### src/rtl/ffha_pkg.sv
// ----------------------------------------------------------------------------
// ffha_pkg
// Shared types and constants for the first-fit heap allocator.
// ----------------------------------------------------------------------------
package ffha_pkg;

  // Width of the internal size and address arithmetic. It covers the
  // largest arena, the largest word count and their sum.
  localparam int CW = 18;

  localparam logic [1:0] ST_OK     = 2'd0;
  localparam logic [1:0] ST_NULL   = 2'd1;
  localparam logic [1:0] ST_NOMEM  = 2'd2;
  localparam logic [1:0] ST_BADREL = 2'd3;

  localparam logic KIND_ALLOC   = 1'b0;
  localparam logic KIND_RELEASE = 1'b1;

  localparam logic [12:0] HEAP_LIMIT_RESET = 13'd4096;

  typedef struct packed {
    logic        kind;
    logic [15:0] size_bytes;
    logic [11:0] release_address;
  } in_item_t;

  typedef struct packed {
    logic [11:0] data_address;
    logic [1:0]  status;
  } out_item_t;

  typedef enum logic [4:0] {
    S_INIT0, S_INIT1, S_IDLE, S_START, S_AP, S_AM, S_SPLIT, S_TAKE, S_ADV,
    S_ALOAD, S_G1, S_G2, S_G3, S_RCHK, S_RNX, S_RH, S_FIN
  } state_t;

  typedef enum logic [1:0] {R_P, R_MQN, R_PLN} rd_src_t;

  typedef enum logic [3:0] {
    W_INIT0, W_INIT1, W_MERGE, W_SPLIT, W_TAKE, W_G1, W_G2, W_G3, W_REL
  } wr_sel_t;

  typedef enum logic [1:0] {P_HOLD, P_ZERO, P_PLN, P_MQN} p_op_t;

  typedef struct packed {
    rd_src_t    rd_src;
    logic       wr_en;
    wr_sel_t    wr_sel;
    logic       req_load;
    p_op_t      p_op;
    logic       pl_load;
    logic       pass_set;
    logic       pass_clr;
    logic       top_load;
    logic       res_load;
    logic [1:0] res_status;
  } cmd_t;

  typedef struct packed {
    logic size_zero;
    logic is_release;
    logic rel_null;
    logic rel_bad;
    logic mq_busy;
    logic mq_next_gt_p;
    logic pl_next_gt_p;
    logic fit;
    logic split_needed;
    logic p_is_top;
    logic pl_next_zero;
    logic passes;
    logic grow_fail;
    logic p_eq_h;
    logic slot_free;
  } sts_t;

endpackage

### src/rtl/ffha_ctrl.sv
// ----------------------------------------------------------------------------
// ffha_ctrl
// Sequencer that walks the header chain for allocate and release requests.
// ----------------------------------------------------------------------------
module ffha_ctrl (
  input  logic            clk,
  input  logic            rst,
  input  logic            in_valid,
  output logic            in_ready,
  input  ffha_pkg::sts_t  sts,
  output ffha_pkg::cmd_t  cmd
);

  ffha_pkg::state_t state, state_next;
  logic [1:0] st, st_next;

  always_ff @(posedge clk) begin
    if (rst) begin
      state <= ffha_pkg::S_INIT0;
      st    <= ffha_pkg::ST_OK;
    end else begin
      state <= state_next;
      st    <= st_next;
    end
  end

  always_comb begin
    state_next = state;
    st_next    = st;
    in_ready   = 1'b0;
    cmd        = '0;
    cmd.rd_src = ffha_pkg::R_P;
    cmd.wr_sel = ffha_pkg::W_INIT0;
    cmd.p_op   = ffha_pkg::P_HOLD;
    cmd.res_status = st;
    unique case (state)
      ffha_pkg::S_INIT0: begin
        cmd.wr_en  = 1'b1;
        cmd.wr_sel = ffha_pkg::W_INIT0;
        state_next = ffha_pkg::S_INIT1;
      end
      ffha_pkg::S_INIT1: begin
        cmd.wr_en  = 1'b1;
        cmd.wr_sel = ffha_pkg::W_INIT1;
        state_next = ffha_pkg::S_IDLE;
      end
      ffha_pkg::S_IDLE: begin
        in_ready = 1'b1;
        if (in_valid) begin
          cmd.req_load = 1'b1;
          state_next   = ffha_pkg::S_START;
        end
      end
      ffha_pkg::S_START: begin
        if (!sts.is_release) begin
          if (sts.size_zero) begin
            st_next    = ffha_pkg::ST_NULL;
            state_next = ffha_pkg::S_FIN;
          end else begin
            cmd.rd_src = ffha_pkg::R_P;
            state_next = ffha_pkg::S_AP;
          end
        end else if (sts.rel_null) begin
          st_next    = ffha_pkg::ST_NULL;
          state_next = ffha_pkg::S_FIN;
        end else if (sts.rel_bad) begin
          st_next    = ffha_pkg::ST_BADREL;
          state_next = ffha_pkg::S_FIN;
        end else begin
          state_next = ffha_pkg::S_RCHK;
        end
      end
      ffha_pkg::S_AP: begin
        cmd.pl_load = 1'b1;
        if (sts.mq_busy) begin
          state_next = ffha_pkg::S_ADV;
        end else begin
          cmd.rd_src = ffha_pkg::R_MQN;
          state_next = ffha_pkg::S_AM;
        end
      end
      ffha_pkg::S_AM: begin
        if (!sts.mq_busy) begin
          if (!sts.pl_next_gt_p) begin
            st_next    = ffha_pkg::ST_NOMEM;
            state_next = ffha_pkg::S_FIN;
          end else begin
            // Absorb the free neighbor and look at the one after it.
            cmd.wr_en   = 1'b1;
            cmd.wr_sel  = ffha_pkg::W_MERGE;
            cmd.pl_load = 1'b1;
            cmd.rd_src  = ffha_pkg::R_MQN;
          end
        end else if (sts.fit) begin
          state_next = sts.split_needed ? ffha_pkg::S_SPLIT : ffha_pkg::S_TAKE;
        end else begin
          state_next = ffha_pkg::S_ADV;
        end
      end
      ffha_pkg::S_SPLIT: begin
        cmd.wr_en  = 1'b1;
        cmd.wr_sel = ffha_pkg::W_SPLIT;
        state_next = ffha_pkg::S_TAKE;
      end
      ffha_pkg::S_TAKE: begin
        cmd.wr_en  = 1'b1;
        cmd.wr_sel = ffha_pkg::W_TAKE;
        st_next    = ffha_pkg::ST_OK;
        state_next = ffha_pkg::S_FIN;
      end
      ffha_pkg::S_ADV: begin
        if (sts.pl_next_gt_p) begin
          cmd.p_op   = ffha_pkg::P_PLN;
          cmd.rd_src = ffha_pkg::R_PLN;
          state_next = ffha_pkg::S_AP;
        end else if (!(sts.p_is_top && sts.pl_next_zero)) begin
          st_next    = ffha_pkg::ST_NOMEM;
          state_next = ffha_pkg::S_FIN;
        end else if (!sts.passes) begin
          cmd.pass_set = 1'b1;
          cmd.p_op     = ffha_pkg::P_ZERO;
          state_next   = ffha_pkg::S_ALOAD;
        end else if (sts.grow_fail) begin
          st_next    = ffha_pkg::ST_NOMEM;
          state_next = ffha_pkg::S_FIN;
        end else begin
          cmd.pass_clr = 1'b1;
          state_next   = ffha_pkg::S_G1;
        end
      end
      ffha_pkg::S_ALOAD: begin
        cmd.rd_src = ffha_pkg::R_P;
        state_next = ffha_pkg::S_AP;
      end
      ffha_pkg::S_G1: begin
        cmd.wr_en  = 1'b1;
        cmd.wr_sel = ffha_pkg::W_G1;
        state_next = ffha_pkg::S_G2;
      end
      ffha_pkg::S_G2: begin
        cmd.wr_en  = 1'b1;
        cmd.wr_sel = ffha_pkg::W_G2;
        state_next = ffha_pkg::S_G3;
      end
      ffha_pkg::S_G3: begin
        cmd.wr_en    = 1'b1;
        cmd.wr_sel   = ffha_pkg::W_G3;
        cmd.top_load = 1'b1;
        cmd.p_op     = ffha_pkg::P_ZERO;
        state_next   = ffha_pkg::S_ALOAD;
      end
      ffha_pkg::S_RCHK: begin
        if (sts.p_eq_h) begin
          cmd.rd_src = ffha_pkg::R_P;
          state_next = ffha_pkg::S_RH;
        end else if (sts.p_is_top) begin
          st_next    = ffha_pkg::ST_BADREL;
          state_next = ffha_pkg::S_FIN;
        end else begin
          cmd.rd_src = ffha_pkg::R_P;
          state_next = ffha_pkg::S_RNX;
        end
      end
      ffha_pkg::S_RNX: begin
        if (!sts.mq_next_gt_p) begin
          st_next    = ffha_pkg::ST_BADREL;
          state_next = ffha_pkg::S_FIN;
        end else begin
          cmd.p_op   = ffha_pkg::P_MQN;
          state_next = ffha_pkg::S_RCHK;
        end
      end
      ffha_pkg::S_RH: begin
        if (sts.mq_busy) begin
          cmd.wr_en  = 1'b1;
          cmd.wr_sel = ffha_pkg::W_REL;
          st_next    = ffha_pkg::ST_OK;
        end else begin
          st_next    = ffha_pkg::ST_BADREL;
        end
        state_next = ffha_pkg::S_FIN;
      end
      ffha_pkg::S_FIN: begin
        if (sts.slot_free) begin
          cmd.res_load = 1'b1;
          state_next   = ffha_pkg::S_IDLE;
        end
      end
      default: state_next = ffha_pkg::S_IDLE;
    endcase
  end

  a_accept_starts: assert property (@(posedge clk) disable iff (rst)
    (state == ffha_pkg::S_IDLE && in_valid) |=> state == ffha_pkg::S_START)
    else $error("accepted request did not start");
  a_no_overwrite: assert property (@(posedge clk) disable iff (rst)
    cmd.res_load |-> sts.slot_free)
    else $error("result loaded over a pending result");
  a_fin_returns: assert property (@(posedge clk) disable iff (rst)
    (state == ffha_pkg::S_FIN && sts.slot_free) |=> state == ffha_pkg::S_IDLE)
    else $error("finish did not return to idle");

endmodule

### config.mk
export PLATFORM = sky130hd
export DESIGN_NAME = ffha_ctrl
export DESIGN_NICKNAME = d
export VERILOG_FILES = /design/src/rtl/ffha_pkg.sv /design/src/rtl/ffha_ctrl.sv
export SDC_FILE = /design/constraint.sdc
export NUM_CORES = 1
export LEC_CHECK = 0
export ABC_CLOCK_PERIOD_IN_PS = 2300
export CORE_UTILIZATION = 35
export DETAILED_ROUTE_END_ITERATION = 16
export DONT_BUFFER_PORTS = 1
export SETUP_SLACK_MARGIN = 0.2
export SYNTH_ARGS = -nofsm -noshare
export SYNTH_HDL_FRONTEND = slang
export SYNTH_SLANG_ARGS = --single-unit
export TNS_END_PERCENT = 20
### constraint.sdc
create_clock -name clk -period 2.3 [get_ports clk]
set_input_delay 0.115 -clock clk [delete_from_list [all_inputs] [get_ports clk]]
set_output_delay 0.115 -clock clk [all_outputs]
set_load 0.02 [all_outputs]
After elaboration in Yosys (flattened, before gate mapping)
Index checks and enable logic that the tools add are counted.

Register bits after elaboration: 7. Bits of input ports: 18. Word-level logic and storage cells: 98.

Equal/unequal tests: 29. Multiplexer cells: 61. Reduce and logical (&&, ||, !) cells: 6.

Operators by type and width (number): 5-bit two-way mux (16); 5-bit case mux with 15 select lines (1); 5-bit case mux with 9 select lines (1); 5-bit by 4-bit == test with 1-bit output (second input constant) (8); 2-bit two-way mux (20); 5-bit by 3-bit == test with 1-bit output (second input constant) (4); 2-bit != test (second input constant) (8); 1-bit two-way mux (15); 2-bit case mux with 7 select lines (1); 6-bit two-way mux (2); 3-bit != test (second input constant) (4); 2-bit case mux with 3 select lines (2); 11-bit AND reduction (1); 5-bit by 2-bit == test with 1-bit output (second input constant) (2); 4-bit two-way mux (2); 7-bit nonzero test (1); 5-bit by 1-bit == test with 1-bit output (second input constant) (1); 5-bit == test (second input constant) (1); 5-bit logical NOT (1); 4-bit != test (second input constant) (1); 3-bit AND reduction (1); 1-bit case mux with 2 select lines (1); 2-bit OR reduction (1); 1-bit logical AND (1).

Longest topological paths before layout
Gate-level depths: netlist (run 1).

Word-level depth: 5. Depth in mapped cells: 7. Mapped depth without buffers: 5.

Least setup slack after synthesis (run 1)
Ideal clock, no wire load.

Path type: register to register. Start: reg state[4]. End: reg state[0]. Arrival time: 1.632 ns. Data required time: 2.197 ns. Path slack: 0.564 ns. Stages on the path, launching flop included: 7. Cell sequence: dfxtp_1 -> buf_2 -> nor3b_4 -> nor4b_4 -> nor2_1 -> nor4b_1 -> a2111oi_2.

Word-level cells in the longest chain between the ends: 3. Elaborated cells between the ends (all ways): 22.

Ends and longest elaborated chain: start: declaration (line ffha_ctrl.sv:14) `ffha_pkg::state_t state, state_next;`; start signal: assignment (line ffha_ctrl.sv:19) `state <= ffha_pkg::S_INIT0;`; start signal: assignment (line ffha_ctrl.sv:22) `state <= state_next;`; 5-bit by 4-bit == test with 1-bit output, or another cell as far along (line ffha_ctrl.sv:36) `unique case (state)`; 2-bit OR reduction (no source line), or another cell as far along; 5-bit case mux with 15 select lines or 3-bit AND reduction (tied branches).

Parallel ways exist; a longest one is shown, timed or not. A chain may end at the register's enable or synchronous reset.

==> flow_summary_export.csv, run 1 <==
group,metric,value,unit
global_route,global_route_wire_length_before_repair,4.505,mm
timing,final_min_period_over_clock_period,87.48,%
drt,drt_iter0_drc,42,
synthesis,synthesis.yosys.warnings,0,
clock_network,clock_insertion_delay_worst_skew,260,ps
outcome,run_status,"finished, final reports clean",
synthesis,post_synth.cell_area_avg,7.158,sq um
floorplan,fp-row-count,18,
synthesis,largest_area_contributor_in_the_netlist,"dfxtp_1",
synthesis,largest_cells_by_area_after_synthesis,"dfxtp_1 14%, nor4b_4 7.3%, a21oi_1 6.2%",
setup_path,cp_data_required_time,2180,ps
final_layout,area_of_all_placed_cells_without_fillers,1096,sq um
power,power-per-cell-area,743.2,nW/um^2
final_layout,insertedDiodeCount,0,
setup_path,arrival,1900,ps
synthesis,synth.net_count,154,
global_route,grt_max_degree,22,
synthesis,post_syn_instances,136,
clock_network,cts_made_buffers,3,
final_layout,drive_gt1_share,20.28,%
clock_network,clock_path_buffers,2,
timing,max_slew_margin,64.73,%
floorplan,die_outline_area,2996,sq um
drt,avgRoutedWirePerCell,17.34,um
drt,postRouteWirelength,3.000,mm
synthesis,postSynth.topFlopCell,"dfxtp_1",
place,placement.io_buffers,0,
timing,worst-slew-pin-transition,528.4,ps
timing,grt_setup_unrepaired,"yes",
global_route,grtUsageTotal,21.04,%
timing,period_minus_slack,2012,ps
clock_network,tritoncts,"done",
clock_network,clk_pin_slew_worst_paths,50,ps
final_layout,layout-area-overhead-vs-synth,12.60,%
clock_network,clockRootBuffer,"clkbuf_4",
min_path,worstHoldStart,"rst",
synthesis,synth_cell_type_count,46,
synthesis,seq_area_frac_synth,14.40,%
drt,antenna_violating_nets_left,0,
floorplan,die_width,54.74,um
min_path,hp-class,"in -> reg",
setup_path,regToRegEndpoint,"state[0]",
timing,fin_worst_skew,4.508,ps
floorplan,die-height,54.74,um
place,dp.final_hpwl,2.291,mm
clock_network,clkSinkCount,7,
setup_path,r2r_start,"state[4]",
global_route,initial_antenna_violation_count,0,
job,maxCapViolCount,0,
clock_network,h-tree-depth,1,
setup_path,worst-r2r-setup-slack,350,ps
timing,slew_viol_final,0,
power,max-vdd-ir-drop,0.4098,mV
global_route,first_global_vias,941,
final_layout,layout.nets,162,
setup_path,critical_path_peak_fanout,10,
power,power.static_leakage,0.4214,nW
synthesis,synth-edff-count,0,
drt,drt-pass1-iter-count,5,
timing,maxClockFrequency,497.0,MHz
setup_path,timing_worst_setup_path_type,"reg -> out",
synthesis,ffs_latches_synth,7,
drt,vias_per_cell,6.376,
place,gp_routability_congestion,0.9119,
place,post_detailed_placement_cell_area,1059,sq um
setup_path,start_kind,"flop",
drt,drt_drc_violations_left,0,
synthesis,mappedNetlistArea,973.4,sq um
min_path,worstHoldPathCells,2,
setup_path,r2r_cells,5,
synthesis,synthDominantCellAreaShare,14.40,%
floorplan,coreArea,2545,sq um
setup_path,endpoint_kind,"output pin",
drt,routed-via-count,1103,
synthesis,synth_async_sr_flop_share,0,%
timing,timing_hold_violations_final,0,
timing,report.final.setup_viol,0,
global_route,grt_remaining_overflow,0,
min_path,min_delay_worst_endpoint,"st[1]",
floorplan,floorplan.initialDensity,38.25,%
floorplan,ios,36,
timing,finalSetupTns,0,ps
-- power breakdown --
| part | internal [mW] | switching (mW) | leakage (nW) |
|---|---|---|---|
| Clock | 0.0663 | 0.0476 | 0.0150 |
| Combinational | 0.196 | 0.276 | 0.349 |
| Sequential | 0.146 | 0.0829 | 0.0575 |
-- synthesized netlist by cell type (2+ instances only) --
cell	n
clkbuf_1	4
nand2b_1	3
buf_2	4
o21ai_0	5
nand2_1	14
and3b_1	3
and4_1	2
nor2b_1	8
and3_1	2
a2bb2oi_1	2
dfxtp_1	7
nor2_1	12
and2_1	4
nor3_1	4
a211oi_1	3
buf_4	2
inv_1	3
nand4_1	4
nor4b_4	3
nand3_1	4
nand4b_1	2
a21oi_1	12
buf_1	2
a31oi_1	4
or3_1	2
-- worst max path at each step --
| stage | to | cells past startpoint | startpoint |
|---|---|---|---|
| after floorplan | state[0] | 6 | state[4] |
| after global placement | state[0] | 5 | state[4] |
| after detailed placement | state[0] | 5 | state[4] |
| after CTS | cmd[10] | 6 | state[3] |
| after global routing | cmd[14] | 4 | state[4] |
| final | cmd[14] | 4 | state[4] |
-- per-layer routing --
metal  GRT usage (%)  vias to the layer above  part of all wire [%]
met1           29.48                      518                    44
met3           8.056                        3                    12
met5               0                        -                     0
met4           3.846                        0                   1.3
li1                -                      520                     -
met2           30.12                       62                    44
-- sequential cells by signal, indices dropped and copies added, names as in the netlist --
signal,cells
st,2
state,5
-- cells by family after synthesis --
group                  Yosys count  share of synthesized area, %
AND/OR/NAND/NOR                 74                         50.52
AO/OA/AOI/OAI                   40                         28.02
buffers and inverters           15                         7.069
flip-flops                       7                         14.40
-- worst max-delay path, stage by stage, from the launching register on --
cell,delay (ps)
dfxtp_1,450
nor3b_4,410
nand4b_1,400
o31ai_1,200
buf_4,190
-- through the flow --
stage               power, mW  setup slack (ps)  std cells  hold slack [ps]  util (%)
floorplan              0.5742             564.3        136            268.8         -
global placement       0.6873             396.8        168            181.8     41.59
detailed placement     0.6901             347.6        168            186.5     41.59
CTS                    0.8127             201.8        173            28.24     43.02
global route           0.8757             155.1        173            50.69     43.07
finish                 0.8146             288.0        173            37.93     43.07
-- placed cells by master (no fill, tap or decap), types with 2 or more instances in the layout --
cell and instances:
and4_1 2, nor4b_4 3, a2bb2oi_1 2, dfxtp_1 6, a211oi_1 3, clkbuf_4 3, o21ai_0 5, and2_1 4
a31oi_1 4, nand4_1 4, nor2b_1 8, a21oi_1 12, nor3_1 4, nand3_1 4, and3_1 2, nor2_1 12
nand2_1 14, and3b_1 3, or3_1 2, nand4b_1 2, inv_1 3, buf_4 14, nand2b_1 3
-- area by class of cell --
type	count	area, sq um
timing repair buffer	15	115.1
clock buffer	4	26.28
tap	30	37.54
inverter	3	11.26
multi-input combinational	114	764.5
sequential	7	141.4
fill	263	1449
-- what timing repair did --
item                                    4_1_cts  5_1_grt
endpoints found under the hold margin         6        0
endpoints found under the setup margin        0        5
gates resized for setup                       0        1
hold buffers                                  1        0
buffers inserted                              0        0
(Power assumes the default switching activity.)
==> run 2: changes to the inputs <==
- BUFFER_PORTS_ARGS: unset -> -buffer_cell sky130_fd_sc_hd__buf_4
- DONT_BUFFER_PORTS: 1 -> unset
==> run 2 against run 1 <==
  * Routed wire length is 3.9% higher
  * Critical endpoint is now cmd[7]
  * Highest routed layer unchanged
  * Largest power group unchanged
  * Largest cell class unchanged
  * Count of clock-buffer cells in the layout stayed put
  * Clock power hardly changed
  * Critical path type unchanged
==> flow_summary_export.csv, run 2 (same netlist as run 1, synthesis figures left out) <==
group,metric,value,unit
setup_path,arrival,1840,ps
setup_path,critical_path_peak_fanout,11,
final_layout,most_frequent_cells_in_the_layout,"44 x buf_4, 14 x nand2_1, 12 x a21oi_1",
power,power-per-cell-area,660.9,nW/um^2
floorplan,die_outline_area,2996,sq um
final_layout,final_common_cell,"buf_4",
drt,routed-via-count,1164,
final_layout,drive_gt1_share,34.88,%
drt,avgRoutedWirePerCell,15.43,um
final_layout,final.fill_count,270,
floorplan,coreArea,2545,sq um
final_layout,layout.nets,191,
setup_path,critPathBufInv,2,
global_route,global_route_wire_length_before_repair,4.802,mm
place,placement.io_buffers,35,
final_layout,layout.area.seq,141.4,sq um
timing,slew_viol_final,0,
setup_path,critical-path-top-delay-family,"simple AND/OR/NAND/NOR gates",
global_route,first_global_vias,970,
min_path,worstHoldStart,"rst",
drt,drt-pass1-iter-count,4,
global_route,initial_antenna_violation_count,0,
setup_path,cp_data_required_time,2180,ps
final_layout,multiInputGateArea,767.0,sq um
setup_path,timing.critical_path.from,"state[4]",
timing,finalSetupTns,0,ps
clock_network,clock_path_buffers,2,
clock_network,clockRootBuffer,"clkbuf_4",
drt,vias_per_cell,5.762,
drt,antenna_violating_nets_left,0,
setup_path,cp_cell_sequence,"buf_4, nor2_1, nand2_2, nor3_4, or3_1, buf_4",
timing,final_min_period_over_clock_period,84.88,%
setup_path,timing_worst_setup_path_type,"reg -> out",
timing,period_minus_slack,1952,ps
job,maxCapViolCount,0,
drt,drt_drc_violations_left,0,
clock_network,clock_insertion_delay_worst_skew,250,ps
timing,maxClockFrequency,512.2,MHz
min_path,worstHoldPathCells,2,
global_route,grt_max_degree,19,
clock_network,clk_pin_slew_worst_paths,50,ps
drt,postRouteWirelength,3.117,mm
power,max-vdd-ir-drop,0.4407,mV
clock_network,cts_hold_buffers,0,
place,dpl_worst_slack,381.2,ps
clock_network,tritoncts,"done",
global_route,grtUsageTotal,22.37,%
setup_path,cpPeakStageDelay,540,ps
floorplan,die_width,54.74,um
min_path,min_delay_worst_endpoint,"state[1]",
global_route,grt_remaining_overflow,0,
setup_path,r2r_start,"state[3]",
setup_path,worst-r2r-setup-slack,420,ps
setup_path,start_kind,"flop",
floorplan,fp-row-count,18,
final_layout,largest_register_ffs,5,
timing,fin_worst_skew,3.090,ps
min_path,hp-class,"in -> reg",
setup_path,regToRegEndpoint,"st[0]",
final_layout,insertedDiodeCount,0,
setup_path,r2r_cells,7,
floorplan,ios,36,
setup_path,endpoint_kind,"output pin",
floorplan,die-height,54.74,um
timing,worst-slew-pin-transition,421.6,ps
timing,timing_hold_violations_final,0,
outcome,run_status,"finished, final reports clean",
setup_path,cpMaxStageDelayCell,"dfxtp_1",
timing,setup_slack,347.7,ps
place,dp.final_hpwl,2.428,mm
timing,max_slew_margin,71.87,%
floorplan,floorplan.initialDensity,38.25,%
clock_network,clkSinkCount,7,
final_layout,largestRegisters,"state (5), st (2)",
clock_network,cts_made_buffers,3,
timing,grt_setup_unrepaired,"no",
power,power.static_leakage,0.5679,nW
final_layout,layout-area-overhead-vs-synth,34.96,%
clock_network,h-tree-depth,1,
drt,drt_iter0_drc,28,
setup_path,cell_with_the_most_instances_on_the_worst_path,"buf_4",
timing,report.final.setup_viol,0,
final_layout,largest_register_by_flop_count,"state",
place,gp_routability_congestion,0.8788,
-- run 2: worst max-delay path by stage --
| stage | endpoint | cells past startpoint |
|---|---|---|
| floorplan | state[0] | 6 |
| detailed placement | st[0] | 6 |
| CTS | cmd[14] | 4 |
| global placement | state[0] | 6 |
| global route | cmd[10] | 7 |
| finish | cmd[7] | 6 |
-- run 2: power by group --
part	switching (mW)	leakage, nW	internal, mW
Sequential	0.0786	0.0572	0.148
Combinational	0.296	0.496	0.233
Clock	0.0461	0.0150	0.0662
Total	0.420	0.568	0.448
-- run 2: through the flow --
| step | instances | hold slack (ps) | cell area [sq um] | power [mW] | util, % |
|---|---|---|---|---|---|
| floorplan | 136 | 268.8 | 973.4 | 0.5742 | - |
| global placement | 196 | 358.2 | 1269 | 0.7457 | 49.85 |
| detailed placement | 196 | 359.9 | 1269 | 0.7467 | 49.85 |
| CTS | 200 | 92.11 | 1295 | 0.8629 | 50.89 |
| global route | 202 | 108.4 | 1314 | 0.9405 | 51.62 |
| finish | 202 | 96.91 | 1314 | 0.8683 | 51.62 |
-- run 2: layout make-up --
| type | count | share of cell area, % |
|---|---|---|
| clock buffer | 4 | 2.000 |
| inverter | 3 | 0.8571 |
| multi-input combinational | 114 | 58.38 |
| sequential | 7 | 10.76 |
| tap | 30 | 2.857 |
| timing repair buffer | 44 | 25.14 |
-- run 2: routing by layer --
metal	global-route usage (%)	share of wire [%]	vias up	wire length, um
li1	-	-	574	-
met1	32.35	48	542	1498
met2	35.14	45	46	1399
met3	4.444	6.6	2	205
met4	1.282	0.42	0	13
met5	0	0	-	0
-- run 2: worst register-to-register path: stages (launching register included) --
cell and delay (ps):
dfxtp_1 500, buf_4 250, nor2b_1 110, buf_4 170
o2111ai_1 110, nand4_1 210, and2_1 230, a211oi_1 210
-- run 2: repair_timing --
item,in CTS,in global routing
gates resized for setup,0,2
endpoints found under the hold margin,0,0
endpoints found under the setup margin,0,6
setup buffers,0,2
==> run 3: changes to the inputs <==
- ABC_CLOCK_PERIOD_IN_PS: 2300 -> 2000
- clock period: 2.3 -> 2 ns (I/O delays scaled with it)
==> run 3 against run 2 <==
  * Clock skew grew 6.5 ps
  * Sequential share of layout area is essentially flat
  * Utilization grew 3.8 points
  * Combinational power grew 29%
  * Largest cell class unchanged
  * Highest routed layer unchanged
==> flow_summary_export.csv, run 3 (same netlist as run 1, synthesis figures left out) <==
group,metric,value,unit
final_layout,largestRegisters,"state (5), st (2)",
power,power-per-cell-area,744.3,nW/um^2
drt,routed-via-count,1215,
drt,drt-pass1-iter-count,4,
timing,worst-slew-pin-transition,336.1,ps
timing,setup_slack,244.2,ps
drt,drt_iter0_drc,49,
timing,grt_setup_unrepaired,"yes",
final_layout,layout-area-overhead-vs-synth,44.99,%
global_route,grtUsageTotal,22.48,%
setup_path,start_kind,"flop",
clock_network,cts_made_buffers,3,
setup_path,r2r_cells,6,
power,fin_total_pwr,1.051,mW
global_route,grt_remaining_overflow,0,
setup_path,cp_data_required_time,1900,ps
place,dp.final_hpwl,2.342,mm
clock_network,clk_pin_slew_worst_paths,60,ps
floorplan,fp-row-count,18,
drt,postRouteWirelength,3.203,mm
setup_path,endpoint_kind,"output pin",
final_layout,most_frequent_cells_in_the_layout,"50 x buf_4, 14 x nand2_1, 12 x nor2_1, 12 x a21oi_1, 6 x nor2b_1",
floorplan,die_outline_area,2996,sq um
global_route,initial_antenna_violation_count,0,
drt,antenna_violating_nets_left,0,
drt,avgRoutedWirePerCell,15.18,um
timing,finalSetupTns,0,ps
floorplan,die-height,54.74,um
clock_network,clockRootBuffer,"clkbuf_4",
timing,final_min_period_over_clock_period,87.79,%
floorplan,die_width,54.74,um
setup_path,timing_worst_setup_path_type,"reg -> out",
setup_path,cpPeakStageDelay,380,ps
final_layout,insertedDiodeCount,0,
final_layout,largest_register_by_flop_count,"state",
timing,period_minus_slack,1756,ps
min_path,hp-class,"in -> reg",
setup_path,cp_cell_sequence,"nor4b_4, nand2_2, nor3_4, or3_1, buf_6",
drt,drt_drc_violations_left,0,
global_route,grt_max_degree,19,
setup_path,cpMaxStageDelayCell,"dfxtp_4",
timing,timing_hold_violations_final,0,
global_route,first_global_vias,1027,
place,placement.io_buffers,35,
place,gp_routability_congestion,0.8352,
floorplan,ios,36,
final_layout,fin_util,55.46,%
timing,max_slew_margin,77.28,%
clock_network,h-tree-depth,1,
clock_network,clock_insertion_delay_worst_skew,260,ps
global_route,global_route_wire_length_before_repair,4.809,mm
power,max-vdd-ir-drop,0.5625,mV
min_path,worstHoldPathCells,2,
final_layout,drive_gt1_share,41.44,%
setup_path,arrival,1660,ps
final_layout,final.fill_count,261,
setup_path,critical_path_peak_fanout,8,
floorplan,floorplan.initialDensity,38.25,%
clock_network,tritoncts,"done",
final_layout,layout.nets,200,
timing,maxClockFrequency,569.6,MHz
timing,fin_worst_skew,9.626,ps
final_layout,largest_register_ffs,5,
timing,slew_viol_final,0,
final_layout,final_common_cell,"buf_4",
outcome,run_status,"finished, final reports clean",
floorplan,coreArea,2545,sq um
place,dpl_worst_slack,242.4,ps
timing,report.final.setup_viol,0,
clock_network,clkSinkCount,7,
clock_network,clock_path_buffers,2,
job,maxCapViolCount,0,
drt,vias_per_cell,5.758,
power,power.static_leakage,0.6226,nW
clock_network,cts_hold_buffers,0,
timing,timing.hold.ws,58.82,ps
==> run 3: cell types whose count changed in the layout (fill, tap and decap cells not counted) <==
cell / change
buf_4: +6
nor2b_4: +1
dfxtp_4: +2
buf_6: +3
nor2b_1: -2
clkbuf_1: -1
nor2_1: +1
dfxtp_1: -4
nor2b_2: +1
dfxtp_2: +2
clkinv_2: +1
nor2_2: -1
==> run 3: worst paths after layout <==
| kind | startpoint | to | slack (ps) |
|---|---|---|---|
| max | state[1] | cmd[7] | 240 |
| max reg2reg | state[4] | state[0] | 330 |
| min reg2reg | st[1] | st[1] | 470 |
| min | rst | state[1] | 60 |
==> run 3: area by class of cell <==
| type | count | area [sq um] | area share [%] |
|---|---|---|---|
| multi-input combinational | 114 | 774.5 | 54.88 |
| tap | 30 | 37.54 | 2.660 |
| sequential | 7 | 151.4 | 10.73 |
| timing repair buffer | 53 | 409.1 | 28.99 |
| inverter | 3 | 11.26 | 0.7979 |
| clock inverter | 1 | 5.005 | 0.3546 |
| clock buffer | 3 | 22.52 | 1.596 |
==> run 3: repair_timing <==
action | in CTS | in global routing
pin swaps | 1 | 5
buffers inserted | 2 | 5
resized for setup | 2 | 11
setup endpoints to repair | 8 | 13
==> run 3: stage by stage <==
step	instance area, sq um	cells
after floorplan	973.4	136
after global placement	1299	200
after detailed placement	1299	200
after CTS	1345	206
after global routing	1411	211
final	1411	211
==> run 3: critical path: cells and delay by family (launching register included) <==
family / cells / cell delay (ps)
flops: 1 / 380
buf+inv: 1 / 110
simple gates: 4 / 900
==> run 3: power breakdown <==
part | internal, mW | total (mW) | switching [mW]
logic | 0.303 | 0.683 | 0.379
registers | 0.177 | 0.237 | 0.0602
clock network | 0.0733 | 0.131 | 0.0576
total | 0.553 | 1.05 | 0.497
==> run 3: metal layers <==
metal,routed length (um),vias to the layer above,share of wire (%),track usage (%)
li1,-,596,-,-
met1,1429,557,45,32.30
met2,1478,60,46,33.33
met3,280,2,8.7,5.833
met4,14,0,0.44,3.846
met5,0,-,0,0
